==> src/hdl/sspr_pkg.sv <==
// Package: shared types and constants for the servo status packet receiver.
`timescale 1ns / 1ps
`default_nettype none
package sspr_pkg;

  localparam logic [7:0] SYNC_BYTE = 8'hFF;
  localparam logic [7:0] ANY_ID    = 8'hFE;
  localparam logic [7:0] SUM_GOOD  = 8'hFF;
  localparam logic [8:0] LEN_EXTRA = 9'd2;

  localparam logic [7:0] EXPECTED_ID_RST     = ANY_ID;
  localparam logic [7:0] EXPECTED_PARAMS_RST = 8'd0;

  typedef enum logic [0:0] {
    REG_EXPECTED_ID     = 1'b0,
    REG_EXPECTED_PARAMS = 1'b1
  } reg_idx_e;

  typedef enum logic [2:0] {
    PH_HUNT1   = 3'd0,
    PH_HUNT2   = 3'd1,
    PH_ID      = 3'd2,
    PH_LEN     = 3'd3,
    PH_ERR     = 3'd4,
    PH_PAYLOAD = 3'd5,
    PH_CHECK   = 3'd6
  } phase_e;

  typedef enum logic [1:0] {
    ST_OK      = 2'd0,
    ST_BAD_SUM = 2'd1,
    ST_BAD_LEN = 2'd2
  } status_e;

  typedef struct packed {
    logic [7:0] expected_id;
    logic [7:0] expected_params;
  } cfg_t;

  typedef struct packed {
    logic [7:0] out_byte;
    logic       frame_end;
    status_e    status;
    logic [7:0] motor_id;
    logic [7:0] error_code;
  } result_t;

endpackage
`default_nettype wire

==> src/hdl/sspr_cfg.sv <==
// Configuration registers: expected id and expected payload length.
`timescale 1ns / 1ps
`default_nettype none
module sspr_cfg
  import sspr_pkg::*;
(
  input  wire logic       clk_i,
  input  wire logic       rst_ni,
  input  wire logic       cfg_valid_i,
  input  wire logic [0:0] cfg_index_i,
  input  wire logic [7:0] cfg_data_i,
  output cfg_t            cfg_o
);

  cfg_t cfg_q;
  cfg_t cfg_d;

  always_comb begin
    cfg_d = cfg_q;
    if (cfg_valid_i) begin
      unique case (reg_idx_e'(cfg_index_i))
        REG_EXPECTED_ID:     cfg_d.expected_id     = cfg_data_i;
        REG_EXPECTED_PARAMS: cfg_d.expected_params = cfg_data_i;
        default:             cfg_d = cfg_q;
      endcase
    end
  end

  always_ff @(posedge clk_i or negedge rst_ni) begin
    if (!rst_ni) begin
      cfg_q.expected_id     <= EXPECTED_ID_RST;
      cfg_q.expected_params <= EXPECTED_PARAMS_RST;
    end else begin
      cfg_q <= cfg_d;
    end
  end

  assign cfg_o = cfg_q;

endmodule
`default_nettype wire

==> src/hdl/sspr_parser.sv <==
// Frame parser: phase state machine, header fields, checksum and payload count.
`timescale 1ns / 1ps
`default_nettype none
module sspr_parser
  import sspr_pkg::*;
(
  input  wire logic       clk_i,
  input  wire logic       rst_ni,
  input  wire logic       take_i,
  input  wire logic [7:0] byte_i,
  input  cfg_t            cfg_i,
  output logic            res_valid_o,
  output result_t         res_o
);

  phase_e     phase_q, phase_d;
  logic [7:0] frame_id_q, frame_id_d;
  logic [7:0] length_q, length_d;
  logic [7:0] error_q, error_d;
  logic [7:0] sum_q, sum_d;
  logic [7:0] count_q, count_d;

  logic [7:0] sum_add;
  logic [8:0] count_next;
  logic       id_ok;
  logic       len_ok;

  assign sum_add    = sum_q + byte_i;
  assign count_next = {1'b0, count_q} + 9'd1;
  assign id_ok      = (cfg_i.expected_id == ANY_ID) || (frame_id_q == cfg_i.expected_id);
  assign len_ok     = {1'b0, length_q} == ({1'b0, cfg_i.expected_params} + LEN_EXTRA);

  always_comb begin
    phase_d    = phase_q;
    frame_id_d = frame_id_q;
    length_d   = length_q;
    error_d    = error_q;
    sum_d      = sum_q;
    count_d    = count_q;
    res_valid_o = 1'b0;
    res_o.out_byte   = byte_i;
    res_o.frame_end  = 1'b0;
    res_o.status     = ST_OK;
    res_o.motor_id   = frame_id_q;
    res_o.error_code = error_q;
    if (take_i) begin
      unique case (phase_q)
        PH_HUNT1: begin
          if (byte_i == SYNC_BYTE) phase_d = PH_HUNT2;
        end
        PH_HUNT2: begin
          phase_d = (byte_i == SYNC_BYTE) ? PH_ID : PH_HUNT1;
        end
        PH_ID: begin
          if (byte_i != SYNC_BYTE) begin
            frame_id_d = byte_i;
            sum_d      = byte_i;
            phase_d    = PH_LEN;
          end
        end
        PH_LEN: begin
          length_d = byte_i;
          sum_d    = sum_add;
          phase_d  = PH_ERR;
        end
        PH_ERR: begin
          error_d = byte_i;
          sum_d   = sum_add;
          count_d = 8'd0;
          if (!id_ok) begin
            phase_d = PH_HUNT1;
          end else if (cfg_i.expected_params == 8'd0) begin
            phase_d = PH_CHECK;
          end else begin
            phase_d = PH_PAYLOAD;
          end
        end
        PH_PAYLOAD: begin
          sum_d   = sum_add;
          count_d = count_next[7:0];
          if (count_next >= {1'b0, cfg_i.expected_params}) phase_d = PH_CHECK;
          res_valid_o = 1'b1;
        end
        PH_CHECK: begin
          sum_d   = sum_add;
          phase_d = PH_HUNT1;
          res_valid_o     = 1'b1;
          res_o.out_byte  = 8'd0;
          res_o.frame_end = 1'b1;
          priority if (!len_ok)             res_o.status = ST_BAD_LEN;
          else if (sum_add != SUM_GOOD)     res_o.status = ST_BAD_SUM;
          else                              res_o.status = ST_OK;
        end
        default: phase_d = PH_HUNT1;
      endcase
    end
  end

  always_ff @(posedge clk_i or negedge rst_ni) begin
    if (!rst_ni) begin
      phase_q    <= PH_HUNT1;
      frame_id_q <= 8'd0;
      length_q   <= 8'd0;
      error_q    <= 8'd0;
      sum_q      <= 8'd0;
      count_q    <= 8'd0;
    end else begin
      phase_q    <= phase_d;
      frame_id_q <= frame_id_d;
      length_q   <= length_d;
      error_q    <= error_d;
      sum_q      <= sum_d;
      count_q    <= count_d;
    end
  end

endmodule
`default_nettype wire

==> src/hdl/sspr_out_reg.sv <==
// Result register: holds one result item until the consumer takes it.
`timescale 1ns / 1ps
`default_nettype none
module sspr_out_reg
  import sspr_pkg::*;
(
  input  wire logic clk_i,
  input  wire logic rst_ni,
  input  wire logic load_i,
  input  wire logic res_valid_i,
  input  result_t   res_i,
  input  wire logic out_stall_i,
  output logic      advance_o,
  output logic      out_valid_o,
  output result_t   out_o
);

  logic    valid_q, valid_d;
  result_t data_q;

  assign advance_o = !valid_q || !out_stall_i;
  assign valid_d   = advance_o ? (load_i && res_valid_i) : valid_q;

  always_ff @(posedge clk_i or negedge rst_ni) begin
    if (!rst_ni) begin
      valid_q <= 1'b0;
    end else begin
      valid_q <= valid_d;
    end
  end

  always_ff @(posedge clk_i) begin
    if (advance_o && load_i && res_valid_i) begin
      data_q <= res_i;
    end
  end

  assign out_valid_o = valid_q;
  assign out_o       = data_q;

endmodule
`default_nettype wire

==> src/hdl/servo_status_packet_receiver_top.sv <==
// Top level: servo status packet receiver with input register and result register.
//
//  Channel | Direction | Handshake           | Payload
//  --------+-----------+---------------------+---------------------------------------
//  in      | in        | in_valid_i/in_stall_o | rx_byte_i
//  out     | out       | out_valid_o/out_stall_i | out_byte_o, frame_end_o, status_o,
//          |           |                     | motor_id_o, error_code_o
//  cfg     | in        | cfg_valid_i/cfg_ready_o | cfg_index_i, cfg_data_i
//
// One item per cycle sustained while out is not stalled; an accepted byte passes from the
// input register through the parser logic into the result register, whose item is on out.
// Reset clears the phase, header fields, checksum, count and valid flags; no clearing pass.
// Stall on out holds the result register and backs up into the input register,
// so in_stall_o rises only when both are full.
`timescale 1ns / 1ps
`default_nettype none
module servo_status_packet_receiver_top
  import sspr_pkg::*;
(
  input  wire logic       clk_i,
  input  wire logic       rst_ni,
  input  wire logic       in_valid_i,
  output logic            in_stall_o,
  input  wire logic [7:0] rx_byte_i,
  output logic            out_valid_o,
  input  wire logic       out_stall_i,
  output logic [7:0]      out_byte_o,
  output logic            frame_end_o,
  output logic [1:0]      status_o,
  output logic [7:0]      motor_id_o,
  output logic [7:0]      error_code_o,
  input  wire logic       cfg_valid_i,
  output logic            cfg_ready_o,
  input  wire logic [0:0] cfg_index_i,
  input  wire logic [7:0] cfg_data_i
);

  logic       in_valid_q, in_valid_d;
  logic [7:0] in_byte_q;
  logic       advance;
  logic       take;
  logic       res_valid;
  result_t    res;
  result_t    out_res;
  cfg_t       cfg;

  assign cfg_ready_o = 1'b1;

  sspr_cfg u_cfg (
    .clk_i       (clk_i),
    .rst_ni      (rst_ni),
    .cfg_valid_i (cfg_valid_i && cfg_ready_o),
    .cfg_index_i (cfg_index_i),
    .cfg_data_i  (cfg_data_i),
    .cfg_o       (cfg)
  );

  assign take       = in_valid_q && advance;
  assign in_stall_o = in_valid_q && !advance;
  assign in_valid_d = in_stall_o ? in_valid_q : in_valid_i;

  always_ff @(posedge clk_i or negedge rst_ni) begin
    if (!rst_ni) begin
      in_valid_q <= 1'b0;
    end else begin
      in_valid_q <= in_valid_d;
    end
  end

  always_ff @(posedge clk_i) begin
    if (!in_stall_o && in_valid_i) begin
      in_byte_q <= rx_byte_i;
    end
  end

  sspr_parser u_parser (
    .clk_i       (clk_i),
    .rst_ni      (rst_ni),
    .take_i      (take),
    .byte_i      (in_byte_q),
    .cfg_i       (cfg),
    .res_valid_o (res_valid),
    .res_o       (res)
  );

  sspr_out_reg u_out_reg (
    .clk_i       (clk_i),
    .rst_ni      (rst_ni),
    .load_i      (take),
    .res_valid_i (res_valid),
    .res_i       (res),
    .out_stall_i (out_stall_i),
    .advance_o   (advance),
    .out_valid_o (out_valid_o),
    .out_o       (out_res)
  );

  assign out_byte_o   = out_res.out_byte;
  assign frame_end_o  = out_res.frame_end;
  assign status_o     = out_res.status;
  assign motor_id_o   = out_res.motor_id;
  assign error_code_o = out_res.error_code;

  a_end_zero_byte: assert property (@(posedge clk_i) disable iff (!rst_ni)
    out_valid_o && frame_end_o |-> out_byte_o == 8'd0)
    else $error("end item carries a nonzero byte");

  a_status_only_on_end: assert property (@(posedge clk_i) disable iff (!rst_ni)
    out_valid_o && !frame_end_o |-> status_o == ST_OK)
    else $error("payload item carries a status");

  a_stall_cause: assert property (@(posedge clk_i) disable iff (!rst_ni)
    in_stall_o |-> out_valid_o && out_stall_i)
    else $error("input stalled while result register can drain");

  a_status_range: assert property (@(posedge clk_i) disable iff (!rst_ni)
    out_valid_o |-> status_o != 2'd3)
    else $error("status code out of range");

endmodule
`default_nettype wire

==> config.mk <==
export PLATFORM = sky130hd
export DESIGN_NAME = servo_status_packet_receiver_top
export DESIGN_NICKNAME = d
export VERILOG_FILES = /design/src/hdl/sspr_pkg.sv /design/src/hdl/sspr_cfg.sv /design/src/hdl/sspr_parser.sv /design/src/hdl/sspr_out_reg.sv /design/src/hdl/servo_status_packet_receiver_top.sv
export SDC_FILE = /design/constraint.sdc
export NUM_CORES = 1
export LEC_CHECK = 0
export BUFFER_PORTS_ARGS = -buffer_cell sky130_fd_sc_hd__buf_2
export CORE_MARGIN = 1
export CORE_UTILIZATION = 63
export CTS_CLUSTER_SIZE = 8
export DETAILED_ROUTE_END_ITERATION = 16
export GPL_ROUTABILITY_DRIVEN = 0
export PLACE_DENSITY = 0.9
export SLEW_MARGIN = 30
export SYNTH_ARGS = -nofsm -noshare
export SYNTH_HDL_FRONTEND = slang
export SYNTH_SLANG_ARGS = --single-unit
==> constraint.sdc <==
create_clock -name clk_i -period 5.2 [get_ports clk_i]
set_input_delay 0.52 -clock clk_i [delete_from_list [all_inputs] [get_ports clk_i]]
set_output_delay 0.52 -clock clk_i [all_outputs]
set_load 0.1 [all_outputs]
# ---- Yosys cells after proc, flatten, opt, wreduce, memory -nomap -nowiden
# Cells that the tools add are included.
dict set report word_totals {
  reg_bits 96
  in_bits 22
}
dict set report op_classes {
  n_addsub 3
  order_cmp 1
  n_eq_ne 15
  muxes 16
  bitwise_logic 1
  n_reduce_logical 28
}
# operator count
set op_table {}
lappend op_table {{8-bit one-hot mux with 2 select lines} 2}
lappend op_table {{11-bit two-way mux} 2}
lappend op_table {{3-bit one-hot mux with 6 select lines} 1}
lappend op_table {{8-bit == test (second input constant)} 2}
lappend op_table {{8-bit != test (second input constant)} 2}
lappend op_table {{3-bit two-way mux} 4}
lappend op_table {{2-bit AND reduction} 6}
lappend op_table {{8-bit by 1-bit adder with 9-bit output (second input constant)} 1}
lappend op_table {{8-bit by 2-bit adder with 9-bit output (second input constant)} 1}
lappend op_table {{3-bit == test (second input constant)} 3}
lappend op_table {{8-bit by 9-bit == test with 1-bit output} 1}
lappend op_table {{9-bit by 8-bit >= comparator with 1-bit output} 1}
lappend op_table {{3-bit AND reduction} 3}
lappend op_table {{8-bit adder} 1}
lappend op_table {{8-bit == test} 1}
lappend op_table {{8-bit zero test} 1}
lappend op_table {{8-bit two-way mux} 1}
lappend op_table {{3-bit by 2-bit == test with 1-bit output (second input constant)} 2}
lappend op_table {{1-bit logical AND} 6}
lappend op_table {{2-bit two-way mux} 3}
lappend op_table {{2-bit by 1-bit != test with 1-bit output (second input constant)} 3}
lappend op_table {{1-bit zero test} 4}
lappend op_table {{4-bit AND reduction} 1}
lappend op_table {{2-bit nonzero test} 2}
lappend op_table {{7 further kinds} 10}

# ---- Depth between registers and ports, before layout
dict set report logic_depth {
  ltp_word 6
  mapped_depth 10
}

# ---- Cells and area by module
# A second synthesis with hierarchy kept.
dict set report unflattened {
  cells_unflattened 399
  area_unflattened_um2 4864.7
}
# module n_inst cells_each area_per_inst_um2 seq_area_each_um2
set by_module_without_submodules {}
lappend by_module_without_submodules {sspr_parser 1 316 3046.7 1076.0}
lappend by_module_without_submodules {sspr_out_reg 1 32 852.1 835.8}
lappend by_module_without_submodules {sspr_cfg 1 35 650.6 409.1}
lappend by_module_without_submodules {servo_status_packet_receiver_top 1 16 315.3 265.3}

# ---- Worst setup path after synthesis
# No wires, ideal clock.
dict set report synth_timing {
  kind {register to register}
  startpoint {register in_byte_q[0]}
  endpoint {register u_out_reg.data_q, in the netlist u_out_reg.out_o[16] (data pin)}
  setup_time_ns 0.270
  arrival_time_ns 2.254
  t_required_ns 4.930
  setup_slack_ns 2.676
  path_stages_with_launch 8
  synth_period_minus_slack_ns 2.524
  path_cell_list {edfxtp_1 > ha_1 > fa_1 > a211o_1 > a2111oi_0 > nor3_1 > a2111oi_0 > nor4b_1}
}
dict set report synth_between {
  elab_chain_len 3
}
# element line
set synth_lines {}
lappend synth_lines {{start: declaration} servo_status_packet_receiver_top.sv:39} ;# logic [7:0] in_byte_q;
lappend synth_lines {{start signal: assignment} servo_status_packet_receiver_top.sv:72} ;# in_byte_q <= rx_byte_i;
lappend synth_lines {{8-bit adder} sspr_parser.sv:28} ;# assign sum_add = sum_q + byte_i;
lappend synth_lines {{8-bit != test} sspr_parser.sv:91} ;# else if (sum_add != SUM_GOOD) res_o.status = ST_BAD_SUM;
lappend synth_lines {{1-bit two-way mux} sspr_parser.sv:91}
lappend synth_lines {{end signal: assignment} sspr_out_reg.sv:34} ;# data_q <= res_i;
lappend synth_lines {{end: declaration} sspr_out_reg.sv:19} ;# result_t data_q;
# No other way between the ends.
# A chain may end at the register's enable or synchronous reset.

# ---- Worst setup path in the final report
dict set report layout_timing {
  startpoint {register u_parser.count_q[2]}
  endpoint {register u_parser.phase_q[1]}
}
dict set report layout_between {
  elab_chain_len 4
}
# element line
set layout_lines {}
lappend layout_lines {{start: declaration} sspr_parser.sv:21} ;# logic [7:0] count_q, count_d;
lappend layout_lines {{start signal: assignment} sspr_parser.sv:113} ;# count_q <= count_d;
lappend layout_lines {{8-bit by 1-bit adder with 9-bit output} sspr_parser.sv:29} ;# assign count_next = {1'b0, count_q} + 9'd1;
lappend layout_lines {{9-bit by 8-bit >= comparator with 1-bit output} sspr_parser.sv:81} ;# if (count_next >= {1'b0, cfg_i.expected_params}) phase_d = PH_CHECK;
lappend layout_lines {{2-bit by 1-bit != test with 1-bit output (no source line)} n/a}
lappend layout_lines {{4-bit AND reduction (no source line)} n/a}
lappend layout_lines {{end signal: assignment} sspr_parser.sv:108} ;# phase_q <= phase_d;
lappend layout_lines {{end: declaration} sspr_parser.sv:16} ;# phase_e phase_q, phase_d;
# No other way between the ends.

==> metrics.md <==
| Metric | Value |
|---|---|
| Status | finished clean |
| RR Startpoint | u_parser.count_q[2] |
| Synth top area cells | dfrtp_1, edfxtp_1, mux2_2 |
| Leak | 2.43 nW |
| Post-CTS sizing | 0 |
| Mapped Area | 4760 sq um |
| Mean Syn Cell Area | 12.1 sq um |
| Register area share after synthesis | 54.4% |
| Via Count | 3375 |
| Setup Skew | 8.79 ps |
| Highest Clock Rate | 356 MHz |
| Slew HR | 48.5% |
| Clock Path Buffers | 2 |
| Final setup margin | 2390 ps |
| Final WL | 10100 um |
| Synthesis-to-finish area growth | 10.7% |
| Starting density of the core | 65.3% |
| End of the worst register-to-register path | u_parser.phase_q[1] |
| Yosys top cell area share | 28.4% |
| Ys flop type | dfrtp_1 |
| Residual overflow from global routing | 0 |
| # nets final | 486 |
| Crit-path slowest cell | dfrtp_1 |
| Post-synthesis register bit count | 96 |
| Slowest Stage Delay on Critical Path | 450 ps |
| Die area | 7900 sq um |
| CP Max Fanout | 6 |
| Worst-path cell chain | and2_1, nand4_1, nor2_1, xor2_1, ha_1, nand3_1, o221ai_1, a211oi_2, o31a_2, o32a_2 |
| Post-DR wirelength/cell | 18.4 um |
| Largest net degree at the start of global routing | 62 |
| H-Tree Depth | 3 |
| Initial antenna violation count | 0 |
| EDFF count, synth | 35 |
| CTS tree | yes |
| Warning count from the yosys run | 0 |
| RSZ-0062 raised after global routing | false |
| Post-CTS setup buffer count | 0 |
| Worst EP required | 5460 ps |
| Dpl ws | 2410 ps |
| Vias in the first global route | 3230 |
| Chip height | 88.9 um |
| Final setup viols | 0 |
| Die W | 88.9 um |
| Area leader, netlist | dfrtp_1 |
| Root Buffer | clkbuf_8 |
| Endpoint class of the critical path | register |
| Critical Path AT | 3070 ps |
| Gate Count Post-Synth | 394 |
| Worst-Skew Late Latency | 370 ps |
| Clk pin slew, worst setup/hold paths | 100 ps |
| Post-DR vias/cell | 6.14 |
| Setup_tns | 0 ps |
| DRC | 0 |
| Iteration-0 DRC Markers | 245 |
| TritonCTS Sinks | 96 |
| Post-cts hold buffer count | 0 |
| Site Rows | 31 |
| Period minus WS final | 2810 ps |
| Port bufs | 50 |
| Core area | 7290 sq um |
| Diode count | 0 |
| Worst hold path type | in2async |
| Synth cell types | 59 |
| Worst r2r path cells | 10 |
| CP Launch Type | register |
| Reg2reg setup slack | 2390 ps |
| Fin crit share | 54.1% |
| IO Count | 52 |
| First-pass GRT wire length | 16000 um |
| Mapped Nets | 434 |
| Worst-margin pin slew | 768 ps |
| TritonRoute pass-1 iters | 5 |
| Placed wire-length estimate | 7090 um |
| CP Class | reg2reg |
| Post-synth ARST share | 63.5% |
| Fraction of layout cells with a size suffix above 1 | 27.7% |
| Final Max Tran Viols | 0 |
| Maximum vdd drop | 0.000136 V |
| Routed Antenna Nets | 0 |
| Max_cap viols | 0 |
| Final Hold Fails | 0 |
| PwrDens | 276 nW/um^2 |
| Global-route usage over all layers | 28.0% |
| Num CTS Buffers | 9 |
-- worst max-delay path: cells and delay by family (launching register included) --
kind	cells	cell delay, ps
AO/OA/AOI/OAI	4	970
AND/OR/NAND/NOR	4	760
flip-flops	1	450
XOR/XNOR	1	320
adder cells (fa/ha/maj)	1	200
-- placed cells by master, fill, tap and decap left out, types with 2 or more instances in the layout --
cell	n
a2111oi_0	2
a211o_1	5
a211oi_1	3
a21o_1	5
a21oi_1	13
a22o_1	5
and2_1	9
and3_1	2
buf_2	50
clkbuf_8	9
clkinv_4	3
dfrtp_1	54
dfstp_2	7
edfxtp_1	35
ha_1	17
inv_1	19
inv_6	2
mux2_2	36
mux2i_1	6
nand2_1	30
nand2b_1	4
nand3_1	13
nand4_1	12
nor2_1	19
nor2b_1	2
nor3_1	9
o2111ai_1	2
o211ai_1	4
o21a_1	5
o21ai_0	12
o22ai_1	2
or4_1	2
xnor2_1	20
xor2_1	4
-- power breakdown --
| part | switching (mW) | internal, mW | leakage, nW |
|---|---|---|---|
| Clock | 0.281 | 0.183 | 0.0923 |
| Sequential | 0.0432 | 0.813 | 1.16 |
| Combinational | 0.0705 | 0.0638 | 1.18 |
-- area by class of cell --
| class | count | area (sq um) |
|---|---|---|
| timing repair buffer | 51 | 258 |
| clock buffer | 9 | 124 |
| multi-input combinational | 269 | 2040 |
| sequential | 96 | 2590 |
| fill | 506 | 2020 |
| inverter | 19 | 71.3 |
| tap | 99 | 124 |
| clock inverter | 7 | 62.6 |
-- cells in the mapped netlist, types with 2 or more instances --
cell type	instances
and2_1	9
mux2i_1	6
a22o_1	5
nor2_1	19
nand2b_1	4
edfxtp_1	35
inv_1	19
a211o_1	5
dfstp_2	7
nand2_1	31
nand3_1	13
o21ai_0	12
o22ai_1	2
nor3_1	9
or4_1	2
nand4_1	12
and3_1	2
xnor2_1	20
ha_1	17
mux2_2	36
a211oi_1	3
a21oi_1	13
a21o_1	5
clkbuf_1	4
o2111ai_1	2
o211ai_1	4
dfrtp_1	54
xor2_1	4
nor2b_1	2
o21a_1	5
buf_6	2
a2111oi_0	2
buf_2	3
-- layer usage --
metal	share of wire, %	global-route usage (%)	vias up
met2	50	45.1	169
li1	-	-	1549
met5	0	0	-
met3	7.1	6.74	30
met4	2.9	13.6	0
met1	40	35.9	1627
-- cell families (layout without fill, tap and decap cells) --
logic type	Yosys count	in the layout	synth area share [%]
other cells	1	1	0.0788
simple gates	113	113	12.2
compound gates	70	70	11.0
xor+xnor	25	25	5.00
buf+inv	29	86	2.76
mux	42	42	9.78
fa+ha+maj	18	18	4.89
flops	96	96	54.4
-- state kept, by name, indices dropped and copies added, names as in the netlist --
| register | flops |
|---|---|
| u_parser.frame_id_q | 8 |
| u_cfg.cfg_o | 16 |
| u_parser.phase_q | 3 |
| in_byte_q | 8 |
| u_parser.count_q | 8 |
| in_valid_q | 1 |
| u_parser.error_q | 8 |
| u_parser.sum_q | 8 |
| u_out_reg.out_valid_o | 1 |
| u_out_reg.out_o | 27 |
| u_parser.length_q | 8 |
-- stage by stage --
stage,instances,util [%],power [mW],hold slack [ps],area (sq um)
detailed placement,534,69.7,1.00,436,5080
CTS,550,72.3,1.45,310,5270
global placement,534,69.7,0.992,428,5080
finish,550,72.3,1.45,302,5270
floorplan,394,-,0.948,224,4760
global route,550,72.3,1.51,291,5270
-- worst max path at each step --
stage                              from             endpoint  slack [ps]
floorplan                  in_byte_q[0]  u_out_reg.out_o[16]        2680
detailed placement         in_byte_q[0]  u_out_reg.out_o[16]        2410
global placement           in_byte_q[0]  u_out_reg.out_o[16]        2530
global route               in_byte_q[0]  u_out_reg.out_o[16]        2210
finish              u_parser.count_q[2]  u_parser.phase_q[1]        2390
CTS                        in_byte_q[0]  u_out_reg.out_o[16]        2430
Power figures use the tool's default switching activity.
